### config.mk
export PLATFORM = sky130hd
export DESIGN_NAME = midi_note_led_indicator_flat
export DESIGN_NICKNAME = d
export VERILOG_FILES = /design/src/rtl/mnli_pkg.sv /design/src/rtl/mnli_if.sv /design/src/rtl/mnli_update.sv /design/src/rtl/midi_note_led_indicator.sv /design/src/flat_wrapper.sv
export SDC_FILE = /design/constraint.sdc
export NUM_CORES = 1
export LEC_CHECK = 0
export BUFFER_PORTS_ARGS = -buffer_cell sky130_fd_sc_hd__buf_2
export CAP_MARGIN = 10
export CORE_UTILIZATION = 60
export CTS_BUF_LIST = sky130_fd_sc_hd__clkbuf_8
export CTS_CLUSTER_SIZE = 40
export DETAILED_ROUTE_END_ITERATION = 12
export PLACE_DENSITY_LB_ADDON = 0.3
export SETUP_SLACK_MARGIN = 0.5
export SYNTH_ARGS = -nofsm -noshare
export SYNTH_HDL_FRONTEND = slang
export SYNTH_HIERARCHICAL = 1
export SYNTH_SLANG_ARGS = --single-unit
### constraint.sdc
create_clock -name clk -period 3.4 [get_ports clk]
set_input_delay 0 -clock clk [delete_from_list [all_inputs] [get_ports clk]]
set_output_delay 0 -clock clk [all_outputs]
set_load 0.03 [all_outputs]
### src/rtl/mnli_pkg.sv
// ----------------------------------------------------------------------------
// mnli_pkg
// Shared types and codes for the MIDI note LED indicator: message word,
// configuration registers, command and channel-mode codes.
// ----------------------------------------------------------------------------
package mnli_pkg;

  // Field widths of the message and result words
  localparam int CMD_W     = 2;
  localparam int CHAN_W    = 4;
  localparam int MIDI_W    = 7;
  localparam int PATTERN_W = 6;

  // Largest MIDI data byte, and the number of distinct data values
  localparam int DATA_MAX  = 127;
  localparam int MIDI_SPAN = 128;

  // Command codes
  localparam logic [CMD_W-1:0] CMD_NOTE_OFF = 2'd0;
  localparam logic [CMD_W-1:0] CMD_NOTE_ON  = 2'd1;
  localparam logic [CMD_W-1:0] CMD_CC       = 2'd2;

  // Channels with a special note mode
  localparam logic [CHAN_W-1:0] CHAN_MODULO = 4'd1;
  localparam logic [CHAN_W-1:0] CHAN_HOLD   = 4'd2;

  // Configuration register indexes
  localparam int CFG_IDX_W = 2;
  localparam int CFG_DATA_W = 7;
  localparam logic [CFG_IDX_W-1:0] REG_ROOT_NOTE  = 2'd0;
  localparam logic [CFG_IDX_W-1:0] REG_BASE_CTRL  = 2'd1;
  localparam logic [CFG_IDX_W-1:0] REG_PRIORITY   = 2'd2;

  // Configuration reset values
  localparam logic [MIDI_W-1:0] ROOT_NOTE_RST = 7'd60;
  localparam logic [MIDI_W-1:0] BASE_CTRL_RST = 7'd0;
  localparam logic              PRIORITY_RST  = 1'b1;

  // One MIDI message word
  typedef struct packed {
    logic [CMD_W-1:0]  command;
    logic [CHAN_W-1:0] channel;
    logic [MIDI_W-1:0] number;
    logic [MIDI_W-1:0] value;
  } msg_t;

  // Configuration register set
  typedef struct packed {
    logic [MIDI_W-1:0] root_note;
    logic [MIDI_W-1:0] base_controller;
    logic              indicator_priority;
  } cfg_t;

endpackage

### src/rtl/mnli_if.sv
// ----------------------------------------------------------------------------
// mnli_if
// Valid/ready channels of the MIDI note LED indicator: the message channel
// and the LED pattern channel.
// ----------------------------------------------------------------------------
interface mnli_msg_if;
  logic       valid;
  logic       ready;
  logic [1:0] command;
  logic [3:0] channel;
  logic [6:0] number;
  logic [6:0] value;

  modport source (output valid, output command, output channel, output number,
                  output value, input ready);
  modport sink   (input valid, input command, input channel, input number,
                  input value, output ready);
endinterface

interface mnli_led_if;
  logic       valid;
  logic       ready;
  logic [5:0] led_pattern;

  modport source (output valid, output led_pattern, input ready);
  modport sink   (input valid, input led_pattern, output ready);
endinterface

### src/rtl/mnli_update.sv
// ----------------------------------------------------------------------------
// mnli_update
// Next-state logic of the LED bank: applies one message word to the LED
// states, the indicator flag and the indicator LED index.
// ----------------------------------------------------------------------------
module mnli_update
  import mnli_pkg::*;
#(
  parameter int NUM_LEDS = 6
) (
  input  msg_t                          msg,
  input  cfg_t                          cfg,
  input  logic [NUM_LEDS-1:0]           led_q,
  input  logic                          cc_seen_q,
  input  logic [$clog2(NUM_LEDS)-1:0]   ind_q,
  output logic [NUM_LEDS-1:0]           led_d,
  output logic                          cc_seen_d,
  output logic [$clog2(NUM_LEDS)-1:0]   ind_d
);

  localparam int IW = $clog2(NUM_LEDS);
  localparam logic [NUM_LEDS-1:0] ONE_HOT0 = NUM_LEDS'(1);

  // Constant tables over every 7-bit data value
  logic [IW-1:0] mod_tbl [MIDI_SPAN];
  logic [IW-1:0] idx_tbl [MIDI_SPAN];

  for (genvar g = 0; g < MIDI_SPAN; g++) begin : g_tbl
    localparam int RAW = ((NUM_LEDS - 1) * g + 2 * (DATA_MAX / (NUM_LEDS - 1)))
                         / DATA_MAX;
    localparam int SAT = (RAW > NUM_LEDS - 1) ? NUM_LEDS - 1 : RAW;
    assign mod_tbl[g] = IW'(g % NUM_LEDS);
    assign idx_tbl[g] = IW'(SAT);
  end

  logic              is_note;
  logic              note_on;
  logic [MIDI_W-1:0] diff;
  logic              in_range;
  logic              have;
  logic              clr_all;
  logic [IW-1:0]     offs;
  logic              protect;
  logic [NUM_LEDS-1:0] base;
  logic [NUM_LEDS-1:0] bit_mask;
  logic [IW-1:0]     cc_idx;

  // Map the note to an LED offset by channel mode
  always_comb begin
    is_note  = (msg.command == CMD_NOTE_OFF) || (msg.command == CMD_NOTE_ON);
    note_on  = (msg.command == CMD_NOTE_ON);
    diff     = msg.number - cfg.root_note;
    in_range = (msg.number >= cfg.root_note) && (diff < MIDI_W'(NUM_LEDS));
    have     = 1'b0;
    clr_all  = 1'b0;
    offs     = diff[IW-1:0];
    priority if (msg.channel == CHAN_MODULO) begin
      offs = mod_tbl[msg.number];
      have = 1'b1;
    end else if (msg.channel == CHAN_HOLD) begin
      have    = note_on && in_range;
      clr_all = note_on && in_range;
    end else begin
      have = in_range;
    end
  end

  // Apply the word to the state
  always_comb begin
    protect  = cfg.indicator_priority && cc_seen_q && (offs == ind_q);
    base     = clr_all ? '0 : led_q;
    bit_mask = ONE_HOT0 << offs;
    cc_idx   = idx_tbl[msg.value];
    led_d     = led_q;
    cc_seen_d = cc_seen_q;
    ind_d     = ind_q;
    if (is_note) begin
      led_d = base;
      if (have && !protect) begin
        led_d = note_on ? (base | bit_mask) : (base & ~bit_mask);
      end
    end else if ((msg.command == CMD_CC) && (msg.number == cfg.base_controller)) begin
      led_d     = ONE_HOT0 << cc_idx;
      cc_seen_d = 1'b1;
      ind_d     = cc_idx;
    end
  end

endmodule

### src/rtl/midi_note_led_indicator.sv
// ----------------------------------------------------------------------------
// midi_note_led_indicator
// Keeps a bank of LED states driven by MIDI note and control-change words.
// ----------------------------------------------------------------------------
// Every accepted message word gives exactly one LED pattern word. A word is
// taken into an input register, the LED state is updated from it when it
// leaves that register while the pattern goes into the output register, and
// one word per cycle is sustained while out_led.ready stays high; the limit
// is the read-modify-write of the LED state. Channel 1 maps notes modulo
// NUM_LEDS, channel 2 holds a single LED, other channels map notes from the
// root note register. A control change on base_controller lights one
// indicator LED, which notes other than channel 2 note-ons leave alone while
// indicator_priority is set. Write configuration registers only while no
// word is in flight. Reset: all LEDs off, no indicator, root note 60,
// base_controller 0, priority on.
// ----------------------------------------------------------------------------
module midi_note_led_indicator
  import mnli_pkg::*;
#(
  parameter int NUM_LEDS = 6
) (
  input  logic                  clk,
  input  logic                  rst_n,
  mnli_msg_if.sink              in_msg,
  mnli_led_if.source            out_led,
  input  logic                  cfg_we,
  input  logic [CFG_IDX_W-1:0]  cfg_idx,
  input  logic [CFG_DATA_W-1:0] cfg_data
);

  localparam int IW = $clog2(NUM_LEDS);

  cfg_t                cfg_r;
  logic                s1_vld_r;
  msg_t                msg_r;
  logic [NUM_LEDS-1:0] led_r;
  logic [NUM_LEDS-1:0] led_nxt;
  logic                cc_seen_r;
  logic                cc_seen_nxt;
  logic [IW-1:0]       ind_r;
  logic [IW-1:0]       ind_nxt;
  logic                out_vld_r;
  logic [PATTERN_W-1:0] pat_r;
  logic [PATTERN_W-1:0] pat_nxt;
  logic                out_adv;
  logic                s1_adv;
  logic                in_acc;

  // Handshake: output register frees when empty or taken
  assign out_adv      = !out_vld_r || out_led.ready;
  assign s1_adv       = s1_vld_r && out_adv;
  assign in_msg.ready = !s1_vld_r || out_adv;
  assign in_acc       = in_msg.valid && in_msg.ready;

  // Configuration registers
  always_ff @(posedge clk) begin
    if (!rst_n) begin
      cfg_r.root_note          <= ROOT_NOTE_RST;
      cfg_r.base_controller    <= BASE_CTRL_RST;
      cfg_r.indicator_priority <= PRIORITY_RST;
    end else if (cfg_we) begin
      unique case (cfg_idx)
        REG_ROOT_NOTE: cfg_r.root_note          <= cfg_data[MIDI_W-1:0];
        REG_BASE_CTRL: cfg_r.base_controller    <= cfg_data[MIDI_W-1:0];
        REG_PRIORITY:  cfg_r.indicator_priority <= cfg_data[0];
        default: ;
      endcase
    end
  end

  // Input register: hold the word until the update stage takes it
  always_ff @(posedge clk) begin
    if (!rst_n) begin
      s1_vld_r <= 1'b0;
    end else if (in_acc) begin
      s1_vld_r <= 1'b1;
    end else if (s1_adv) begin
      s1_vld_r <= 1'b0;
    end
  end

  always_ff @(posedge clk) begin
    if (in_acc) begin
      msg_r.command <= in_msg.command;
      msg_r.channel <= in_msg.channel;
      msg_r.number  <= in_msg.number;
      msg_r.value   <= in_msg.value;
    end
  end

  mnli_update #(
    .NUM_LEDS (NUM_LEDS)
  ) u_update (
    .msg       (msg_r),
    .cfg       (cfg_r),
    .led_q     (led_r),
    .cc_seen_q (cc_seen_r),
    .ind_q     (ind_r),
    .led_d     (led_nxt),
    .cc_seen_d (cc_seen_nxt),
    .ind_d     (ind_nxt)
  );

  // Show the low LEDs on the pattern word, zero above the bank
  for (genvar i = 0; i < PATTERN_W; i++) begin : g_pat
    if (i < NUM_LEDS) begin : g_led
      assign pat_nxt[i] = led_nxt[i];
    end else begin : g_none
      assign pat_nxt[i] = 1'b0;
    end
  end

  // LED state: advance once per word
  always_ff @(posedge clk) begin
    if (!rst_n) begin
      led_r     <= '0;
      cc_seen_r <= 1'b0;
      ind_r     <= '0;
    end else if (s1_adv) begin
      led_r     <= led_nxt;
      cc_seen_r <= cc_seen_nxt;
      ind_r     <= ind_nxt;
    end
  end

  // Output register
  always_ff @(posedge clk) begin
    if (!rst_n) begin
      out_vld_r <= 1'b0;
    end else if (s1_adv) begin
      out_vld_r <= 1'b1;
    end else if (out_led.ready) begin
      out_vld_r <= 1'b0;
    end
  end

  always_ff @(posedge clk) begin
    if (s1_adv) begin
      pat_r <= pat_nxt;
    end
  end

  assign out_led.valid       = out_vld_r;
  assign out_led.led_pattern = pat_r;

endmodule
### src/flat_wrapper.sv
// flat-port wrapper written by rule: the top's interface ports become plain ports
module midi_note_led_indicator_flat import mnli_pkg::*;
#(
  parameter int NUM_LEDS = 6
)
  (clk, rst_n, cfg_we, cfg_idx, cfg_data, in_msg_valid, in_msg_command, in_msg_channel, in_msg_number, in_msg_value, in_msg_ready, out_led_valid, out_led_led_pattern, out_led_ready);
  mnli_msg_if in_msg_i ();
  mnli_led_if out_led_i ();
  input  logic clk;
  input  logic rst_n;
  input  logic cfg_we;
  input  logic [CFG_IDX_W-1:0] cfg_idx;
  input  logic [CFG_DATA_W-1:0] cfg_data;
  input wire logic [$bits(in_msg_i.valid)-1:0] in_msg_valid;
  input wire logic [$bits(in_msg_i.command)-1:0] in_msg_command;
  input wire logic [$bits(in_msg_i.channel)-1:0] in_msg_channel;
  input wire logic [$bits(in_msg_i.number)-1:0] in_msg_number;
  input wire logic [$bits(in_msg_i.value)-1:0] in_msg_value;
  output wire logic [$bits(in_msg_i.ready)-1:0] in_msg_ready;
  output wire logic [$bits(out_led_i.valid)-1:0] out_led_valid;
  output wire logic [$bits(out_led_i.led_pattern)-1:0] out_led_led_pattern;
  input wire logic [$bits(out_led_i.ready)-1:0] out_led_ready;
  assign in_msg_i.valid = in_msg_valid;
  assign in_msg_i.command = in_msg_command;
  assign in_msg_i.channel = in_msg_channel;
  assign in_msg_i.number = in_msg_number;
  assign in_msg_i.value = in_msg_value;
  assign in_msg_ready = in_msg_i.ready;
  assign out_led_valid = out_led_i.valid;
  assign out_led_led_pattern = out_led_i.led_pattern;
  assign out_led_i.ready = out_led_ready;
  midi_note_led_indicator #(.NUM_LEDS(NUM_LEDS)) u_core (.clk(clk), .rst_n(rst_n), .in_msg(in_msg_i), .out_led(out_led_i), .cfg_we(cfg_we), .cfg_idx(cfg_idx), .cfg_data(cfg_data));
endmodule
Word-level counts from Yosys, hierarchy flattened
Memory sizes are Yosys's and may differ from the RTL's.
Index checks and enable logic that the tools add are counted.
Cells by class
  $add $sub $neg: 1
  multipliers: 0
  div/mod/pow operators: 0
  $lt $le $gt $ge: 4
  equal/unequal tests: 8
  shift-type cells: 2
  multiplexer cells: 18
  bitwise operators: 6
  reductions and logical operators: 22
Operators by type and width (count)
  2-to-1 mux 6 bit: 5
  greater-or-equal comparator 8 bit (second input constant): 2
  inverter 7 -> 8 bit: 2
  2-to-1 mux 3 bit: 5
  << shifter 1 x 3 -> 6 bit (first input constant): 2
  logical AND 1 bit: 8
  2-to-1 mux 1 bit: 8
  equality test 7 bit: 1
  greater-or-equal comparator 7 bit: 1
  < comparator 7 x 3 -> 1 bit (second input constant): 1
  subtractor 7 bit: 1
  bitwise AND 6 bit: 1
  inverter 6 bit: 1
  OR 6 bit: 1
  AND reduction 2 bit: 3
  equality test 2 x 1 -> 1 bit (second input constant): 2
  equality test 2 bit (second input constant): 2
  equality test 4 x 1 -> 1 bit (second input constant): 1
  equality test 4 x 2 -> 1 bit (second input constant): 1
  zero test 2 bit: 2
  nonzero test 2 bit: 2
  equality test 3 bit: 1
  zero test 1 bit: 3
  logical OR 1 bit: 3
  2 further kinds: 2
Storage, ports and cells
  flip-flop bits (word level): 53
  latch bits: 0
  bits in writable memories: 0
  ROM bits: 768
  input bits: 34
  output and inout bits: 8
  word-level logic and storage cells: 76
  memories kept: 2
Memory list
  (no name shown): depth 128, bits a word 3, read ports 1, clocked after memory_dff 0, write ports 0, RTL line mnli_update.sv:73  | cc_idx = idx_tbl[msg.value];
  (no name shown): depth 128, bits a word 3, read ports 1, clocked after memory_dff 0, write ports 0, RTL line mnli_update.sv:58  | offs = mod_tbl[msg.number];

Depth between registers and ports, before layout
  depth after elaboration: 11
  depth in mapped cells: 14
  gate-level depth less buffers: 14

Cells and area by module
Netlist, hierarchy kept.
Modules (own cells, without submodules)
  midi_note_led_indicator: times used 1, cells each 138, area an instance 1799.2 µm², seq. area each 1321.3 µm²
  mnli_update: times used 1, cells each 183, area an instance 1297.5 µm², seq. area each 0.0 µm²

Worst setup path after synthesis
Ideal clock, no wire load.
  kind: register -> register
  from: reg u_core/msg_r[7] in the netlist's numbering
  to: reg u_core.pat_r[1], in the netlist u_core/out_led.led_pattern[1], data pin
  library setup time: 0.266 ns
  data arrival time: 2.858 ns
  data required time: 3.134 ns
  path slack: 0.276 ns
  cell stages (with the launch flop): 13
  buffers on the path: 0
  period minus slack after synthesis: 3.124 ns
  cell sequence: edfxtp_1 > inv_1 > ha_1 > inv_1 > fa_1 > a21o_1 > a211oi_1 > o2111ai_1 > a211oi_1 > a21oi_1 > nor4_1 > a21oi_1 > a311o_1
On the way
  word-level cells in the longest chain between the ends: 11
  elaborated cells between the ends (all ways): 29
  classes of those cells: 1 x add/sub; 2 x order compare; 2 x eq/ne; 1 x shift; 12 x mux; 4 x bitwise; 6 x reduce/logical; 1 x memory
RTL lines
  start, declared: RTL line midi_note_led_indicator.sv:35  | msg_t msg_r;
  subtractor 7 bit / inverter 7 -> 8 bit (equally long branches): RTL line mnli_update.sv:52, mnli_update.sv:58
  < comparator 7 x 3 -> 1 bit / memory read (128 x 3 bit) (equally long branches)
  logical AND 1 bit / 2-to-1 mux 3 bit (equally long branches): RTL line mnli_update.sv:53, mnli_update.sv:58
  logical AND 1 bit / 2-to-1 mux 3 bit (equally long branches): RTL line mnli_update.sv:61, mnli_update.sv:62, mnli_update.sv:58
  2-to-1 mux 1 bit / 2-to-1 mux 3 bit (equally long branches): RTL line mnli_update.sv:60, mnli_update.sv:57
  2-to-1 mux 1 bit (tied with other cells): RTL line mnli_update.sv:57  | priority if (msg.channel == CHAN_MODULO) begin
  2-to-1 mux 6 bit (tied with other cells): RTL line mnli_update.sv:71  | base = clr_all ? '0 : led_q;
  bitwise AND 6 bit (tied with other cells): RTL line mnli_update.sv:80  | led_d = note_on ? (base | bit_mask) : (base & ~bit_mask);
  2-to-1 mux 6 bit / logical AND 1 bit (equally long branches): RTL line mnli_update.sv:80, mnli_update.sv:79
  2-to-1 mux 6 bit: RTL line mnli_update.sv:79  | if (have && !protect) begin
  2-to-1 mux 6 bit (*): RTL line mnli_update.sv:77  | if (is_note) begin
  named net u_core.led_nxt[1]: RTL line midi_note_led_indicator.sv:37  | logic [NUM_LEDS-1:0] led_nxt;
  end signal, assigned: RTL line midi_note_led_indicator.sv:139  | pat_r <= pat_nxt;
  end, declared: RTL line midi_note_led_indicator.sv:43  | logic [PATTERN_W-1:0] pat_r;
The timed path passes the listed nets; every way through them passes the cells marked *. The select of a mux whose other input is x is not followed.
A chain may end at the register's enable or synchronous reset.

Worst setup path after layout
  from: reg u_core/msg_r[7] in the netlist's numbering
  to: reg u_core.led_r[2]
On the way
  word-level cells in the longest chain between the ends: 11
  elaborated cells between the ends (all ways): 29
  classes of those cells: 1 x add/sub; 2 x order compare; 2 x eq/ne; 1 x shift; 12 x mux; 4 x bitwise; 6 x reduce/logical; 1 x memory
RTL lines
  subtractor 7 bit / inverter 7 -> 8 bit (equally long branches): RTL line mnli_update.sv:52, mnli_update.sv:58
  < comparator 7 x 3 -> 1 bit / memory read (128 x 3 bit) (equally long branches)
  logical AND 1 bit / 2-to-1 mux 3 bit (equally long branches): RTL line mnli_update.sv:53, mnli_update.sv:58
  logical AND 1 bit / 2-to-1 mux 3 bit (equally long branches): RTL line mnli_update.sv:61, mnli_update.sv:62, mnli_update.sv:58
  2-to-1 mux 1 bit / 2-to-1 mux 3 bit (equally long branches): RTL line mnli_update.sv:60, mnli_update.sv:57
  2-to-1 mux 1 bit (tied with other cells): RTL line mnli_update.sv:57
  2-to-1 mux 6 bit (tied with other cells): RTL line mnli_update.sv:71
  bitwise AND 6 bit (tied with other cells): RTL line mnli_update.sv:80
  2-to-1 mux 6 bit / logical AND 1 bit (equally long branches): RTL line mnli_update.sv:80, mnli_update.sv:79
  2-to-1 mux 6 bit: RTL line mnli_update.sv:79
  2-to-1 mux 6 bit (*): RTL line mnli_update.sv:77
  named net u_core.led_nxt[2]: RTL line midi_note_led_indicator.sv:37
  end signal, assigned: RTL line midi_note_led_indicator.sv:120  | led_r <= led_nxt;
  end, declared: RTL line midi_note_led_indicator.sv:36  | logic [NUM_LEDS-1:0] led_r;
Marked as above.

==> impl_metrics.env <==
export IMPL_status="completed"
export IMPL_crit_fanout=5
export IMPL_synth_top_cells_by_area="sky130_fd_sc_hd__edfxtp_1 (25%), sky130_fd_sc_hd__dfxtp_1 (17%), sky130_fd_sc_hd__nand2_1 (5.9%), sky130_fd_sc_hd__mux2i_1 (5.5%), sky130_fd_sc_hd__ha_1 (3.6%)"
export IMPL_critical_path_arrival_ns=3.42
export IMPL_synth_cell_type_count=68
export IMPL_grt_start_max_net_pins=45
export IMPL_detailroute_via_count=3190
export IMPL_post_layout_total_power_mw=1.42
export IMPL_p_seq_share_pct=51.1
export IMPL_switching_share_pct=31.1
export IMPL_maximum_capacitance_violations=0
export IMPL_setup_violations_final=0
export IMPL_worst_skew_pair_late_latency_ns=0.33
export IMPL_p_per_area_mw_per_mm2=355
export IMPL_multi_input_comb_area_mm2=0.00182
export IMPL_hp_class="in2reg"
export IMPL_syn_nets=365
export IMPL_synth_area_leader_cell="sky130_fd_sc_hd__edfxtp_1"
export IMPL_postSynthRegisterBits=53
export IMPL_register_area_mm2=0.00132
export IMPL_die_area_mm2=0.00545
export IMPL_synth_edff_count=26
export IMPL_ratio_of_cells_with_drive_above_1_in_the_final_layout_pct=26.6
export IMPL_place_port_buffers=41
export IMPL_dp_hpwl_um=4950
export IMPL_first_global_vias=2955
export IMPL_power_clock_fraction_pct=27.7
export IMPL_clk_path_buf_depth=2
export IMPL_finalCritPeriodShare_pct=94.2
export IMPL_crit_path_end_kind="flip-flop"
export IMPL_dieHeight_um=73.8
export IMPL_timing_setup_critical_path_class="reg2reg"
export IMPL_groute_usage_overall_pct=35.0
export IMPL_yosys_area_top_type_share_pct=25.2
export IMPL_floorplan_initialDensity_pct=63.9
export IMPL_report_final_slew_viol_count=0
export IMPL_relSlewSlack_pct=25.9
export IMPL_cts_buffers_inserted=5
export IMPL_timing_final_ws_setup_ns=0.197
export IMPL_antenna_cells=0
export IMPL_yosysWarnings=6
export IMPL_fillers=250
export IMPL_power_share_of_the_combinational_group_pct=21.2
export IMPL_worst_path_max_delay_cell="sky130_fd_sc_hd__a2111o_1"
export IMPL_place_worst_setup_slack_ns=0.263
export IMPL_achievable_frequency_ghz=0.312
export IMPL_grt_setup_unrepaired="yes"
export IMPL_timing_critical_path_from_type="flip-flop"
export IMPL_synth_async_sr_flop_share_pct=0
export IMPL_worstMarginPinSlew_ns=1.11
export IMPL_finalNetCount=445
export IMPL_areaGrowthSynthToFinish_pct=29.1
export IMPL_detailed_router_iteration_count_before_antenna_repair=6
export IMPL_internal_power_uw=976
export IMPL_ant_nets=0
export IMPL_global_route_wire_length_before_repair_um=14100
export IMPL_clkSinkCount=53
export IMPL_wl_per_cell_um=21.9
export IMPL_num_rows=25
export IMPL_io_pins=42
export IMPL_dpl_instance_area_mm2=0.00338
export IMPL_most_common_cell_in_the_netlist="sky130_fd_sc_hd__nand2_1"
export IMPL_dr_first_iter_drc_count=403
export IMPL_viasPerCell=6.80
export IMPL_placeableCoreArea_mm2=0.00485
export IMPL_worst_path_dominant_cell_family="compound AO/OA/AOI/OAI gates"
export IMPL_clk_root_buffer_cell="sky130_fd_sc_hd__clkbuf_8"
export IMPL_cpMostUsedCell="sky130_fd_sc_hd__inv_2"
export IMPL_reported_net_switching_power_uw=441
export IMPL_cts_tree="yes"
export IMPL_cts_htree_levels=2
export IMPL_leakagePower_nw=1.59
export IMPL_ys_dominant_reg_cell="sky130_fd_sc_hd__dfxtp_1"
export IMPL_gp_routability_congestion=0.954
export IMPL_antenna_found_initial=0
export IMPL_critical_path_cell_chain="inv_2 > ha_4 > inv_2 > fa_2 > nand3_2 > a21boi_2 > a311o_1 > a2111o_1 > nor2b_4 > a22o_1 > a221o_1 > nand2_1 > mux2i_1"
export IMPL_clock_skew_ns=0.0147
export IMPL_post_route_min_period_ns=3.20
export IMPL_final_hold_violation_count=0
export IMPL_critPathMaxStageDelay_ns=0.49
export IMPL_drcViolationCount=0
export IMPL_synth_avg_cell_area_um2=9.65
export IMPL_synthTopCellsByCount="sky130_fd_sc_hd__nand2_1 (49), sky130_fd_sc_hd__dfxtp_1 (27), sky130_fd_sc_hd__edfxtp_1 (26)"
export IMPL_fin_area_mm2=0.00400
export IMPL_wirelength_um=10300
export IMPL_clkSlewWorstSetupHoldPaths_ns=0.12
export IMPL_grt_remaining_overflow=0
export IMPL_max_vdd_ir_drop_v=0.000364
export IMPL_synth_seq_area_share_pct=42.7
export IMPL_syn_area_mm2=0.00310
export IMPL_critPathRequiredTime_ns=3.62
export IMPL_number_of_buffer_and_inverter_instances_along_the_worst_setup_path=2
export IMPL_post_synthesis_cells=321
export IMPL_fin_tns_setup_ns=0
export IMPL_die_wd_um=73.8
-- layout by cell type, fill, tap and decap left out, types with 4 or more instances in the layout --
cell type and instances:
sky130_fd_sc_hd__a22o_1 4, sky130_fd_sc_hd__dlygate4sd3_1 28, sky130_fd_sc_hd__nand3_1 15, sky130_fd_sc_hd__buf_4 16, sky130_fd_sc_hd__nand2b_1 11, sky130_fd_sc_hd__ha_1 6, sky130_fd_sc_hd__clkbuf_8 5, sky130_fd_sc_hd__nand2_1 49
sky130_fd_sc_hd__dfxtp_1 27, sky130_fd_sc_hd__nor2b_1 8, sky130_fd_sc_hd__xor2_1 7, sky130_fd_sc_hd__inv_1 14, sky130_fd_sc_hd__o21ai_0 17, sky130_fd_sc_hd__edfxtp_1 26, sky130_fd_sc_hd__nor2_1 9, sky130_fd_sc_hd__mux2i_1 17
sky130_fd_sc_hd__a21oi_1 9, sky130_fd_sc_hd__buf_2 41
-- worst min-delay path: cells and delay by family --
family	cells	cell delay (ns)
simple gates	1	0.07
buf+inv	1	0.08
compound gates	1	0.19
-- final timing paths --
check | from | end | slack [ns] | depth (start not counted)
max reg2reg | u_core/msg_r[7]$_DFFE_PP_ | u_core/led_r[2]$_SDFFE_PN0P_ | 0.20 | 13
max | u_core/msg_r[7]$_DFFE_PP_ | u_core/led_r[2]$_SDFFE_PN0P_ | 0.20 | 13
min | out_led_ready | u_core/out_led.valid$_SDFFE_PN0P_ | 0.06 | 3
min reg2reg | u_core/led_r[2]$_SDFFE_PN0P_ | u_core/led_r[2]$_SDFFE_PN0P_ | 0.48 | 2
-- cells by family after synthesis --
family | synth area share, %
xor+xnor | 3.64
compound gates | 18.4
flops | 42.7
mux | 5.49
simple gates | 21.3
buf+inv | 4.24
fa+ha+maj | 4.28
-- sequential cells by signal, indices dropped and copies added (netlist names) --
signal	flops
u_core/out_led.led_pattern	6
u_core/cc_seen_r	1
u_core/msg_r	20
u_core/led_r	6
u_core/s1_vld_r	1
u_core/ind_r	3
u_core/cfg_r	15
u_core/out_led.valid	1
-- metal layers --
layer / track usage, % / wire length (µm) / up-vias
met2: 60.8 / 4910 / 293
met5: 0 / 0 / -
li1: - / - / 1342
met1: 39.6 / 3480 / 1463
met3: 7.68 / 1190 / 92
met4: 19.7 / 718 / 0
-- layout make-up --
cell class	count	share of cell area, %
Clock buffer	5	1.72
Clock inverter	3	0.657
Inverter	16	1.50
Multi-Input combinational cell	239	45.5
Sequential cell	53	33.1
Tap cell	67	2.10
Timing Repair Buffer	86	15.4
-- through the flow --
| step | hold WS [ns] | utilization, % | instances |
|---|---|---|---|
| 3_5_place_dp | 0.178 | 69.8 | 420 |
| 6_report | 0.0553 | 82.4 | 469 |
| 5_1_grt | 0.0709 | 82.4 | 469 |
| 3_3_place_gp | 0.176 | 69.8 | 420 |
| 4_1_cts | 0.0164 | 79.9 | 464 |
| 2_1_floorplan | 0.0989 | - | 321 |
-- power by group through the flow --
stage / Sequential (mW) / Combinational, mW / Clock (mW)
CTS: 0.719 / 0.250 / 0.383
global placement: 0.732 / 0.202 / 0
detailed placement: 0.734 / 0.209 / 0
finish: 0.724 / 0.300 / 0.393
global route: 0.726 / 0.310 / 0.407
floorplan: 0.730 / 0.154 / 0
-- repair_timing --
item	in CTS	in global routing
setup endpoints to repair	12	12
hold endpoints to repair	36	0
hold buffers	28	0
resized for setup	11	15
pin swaps	10	6
buffers inserted	8	5
Note: power is estimated with default switching activity, not from simulation.
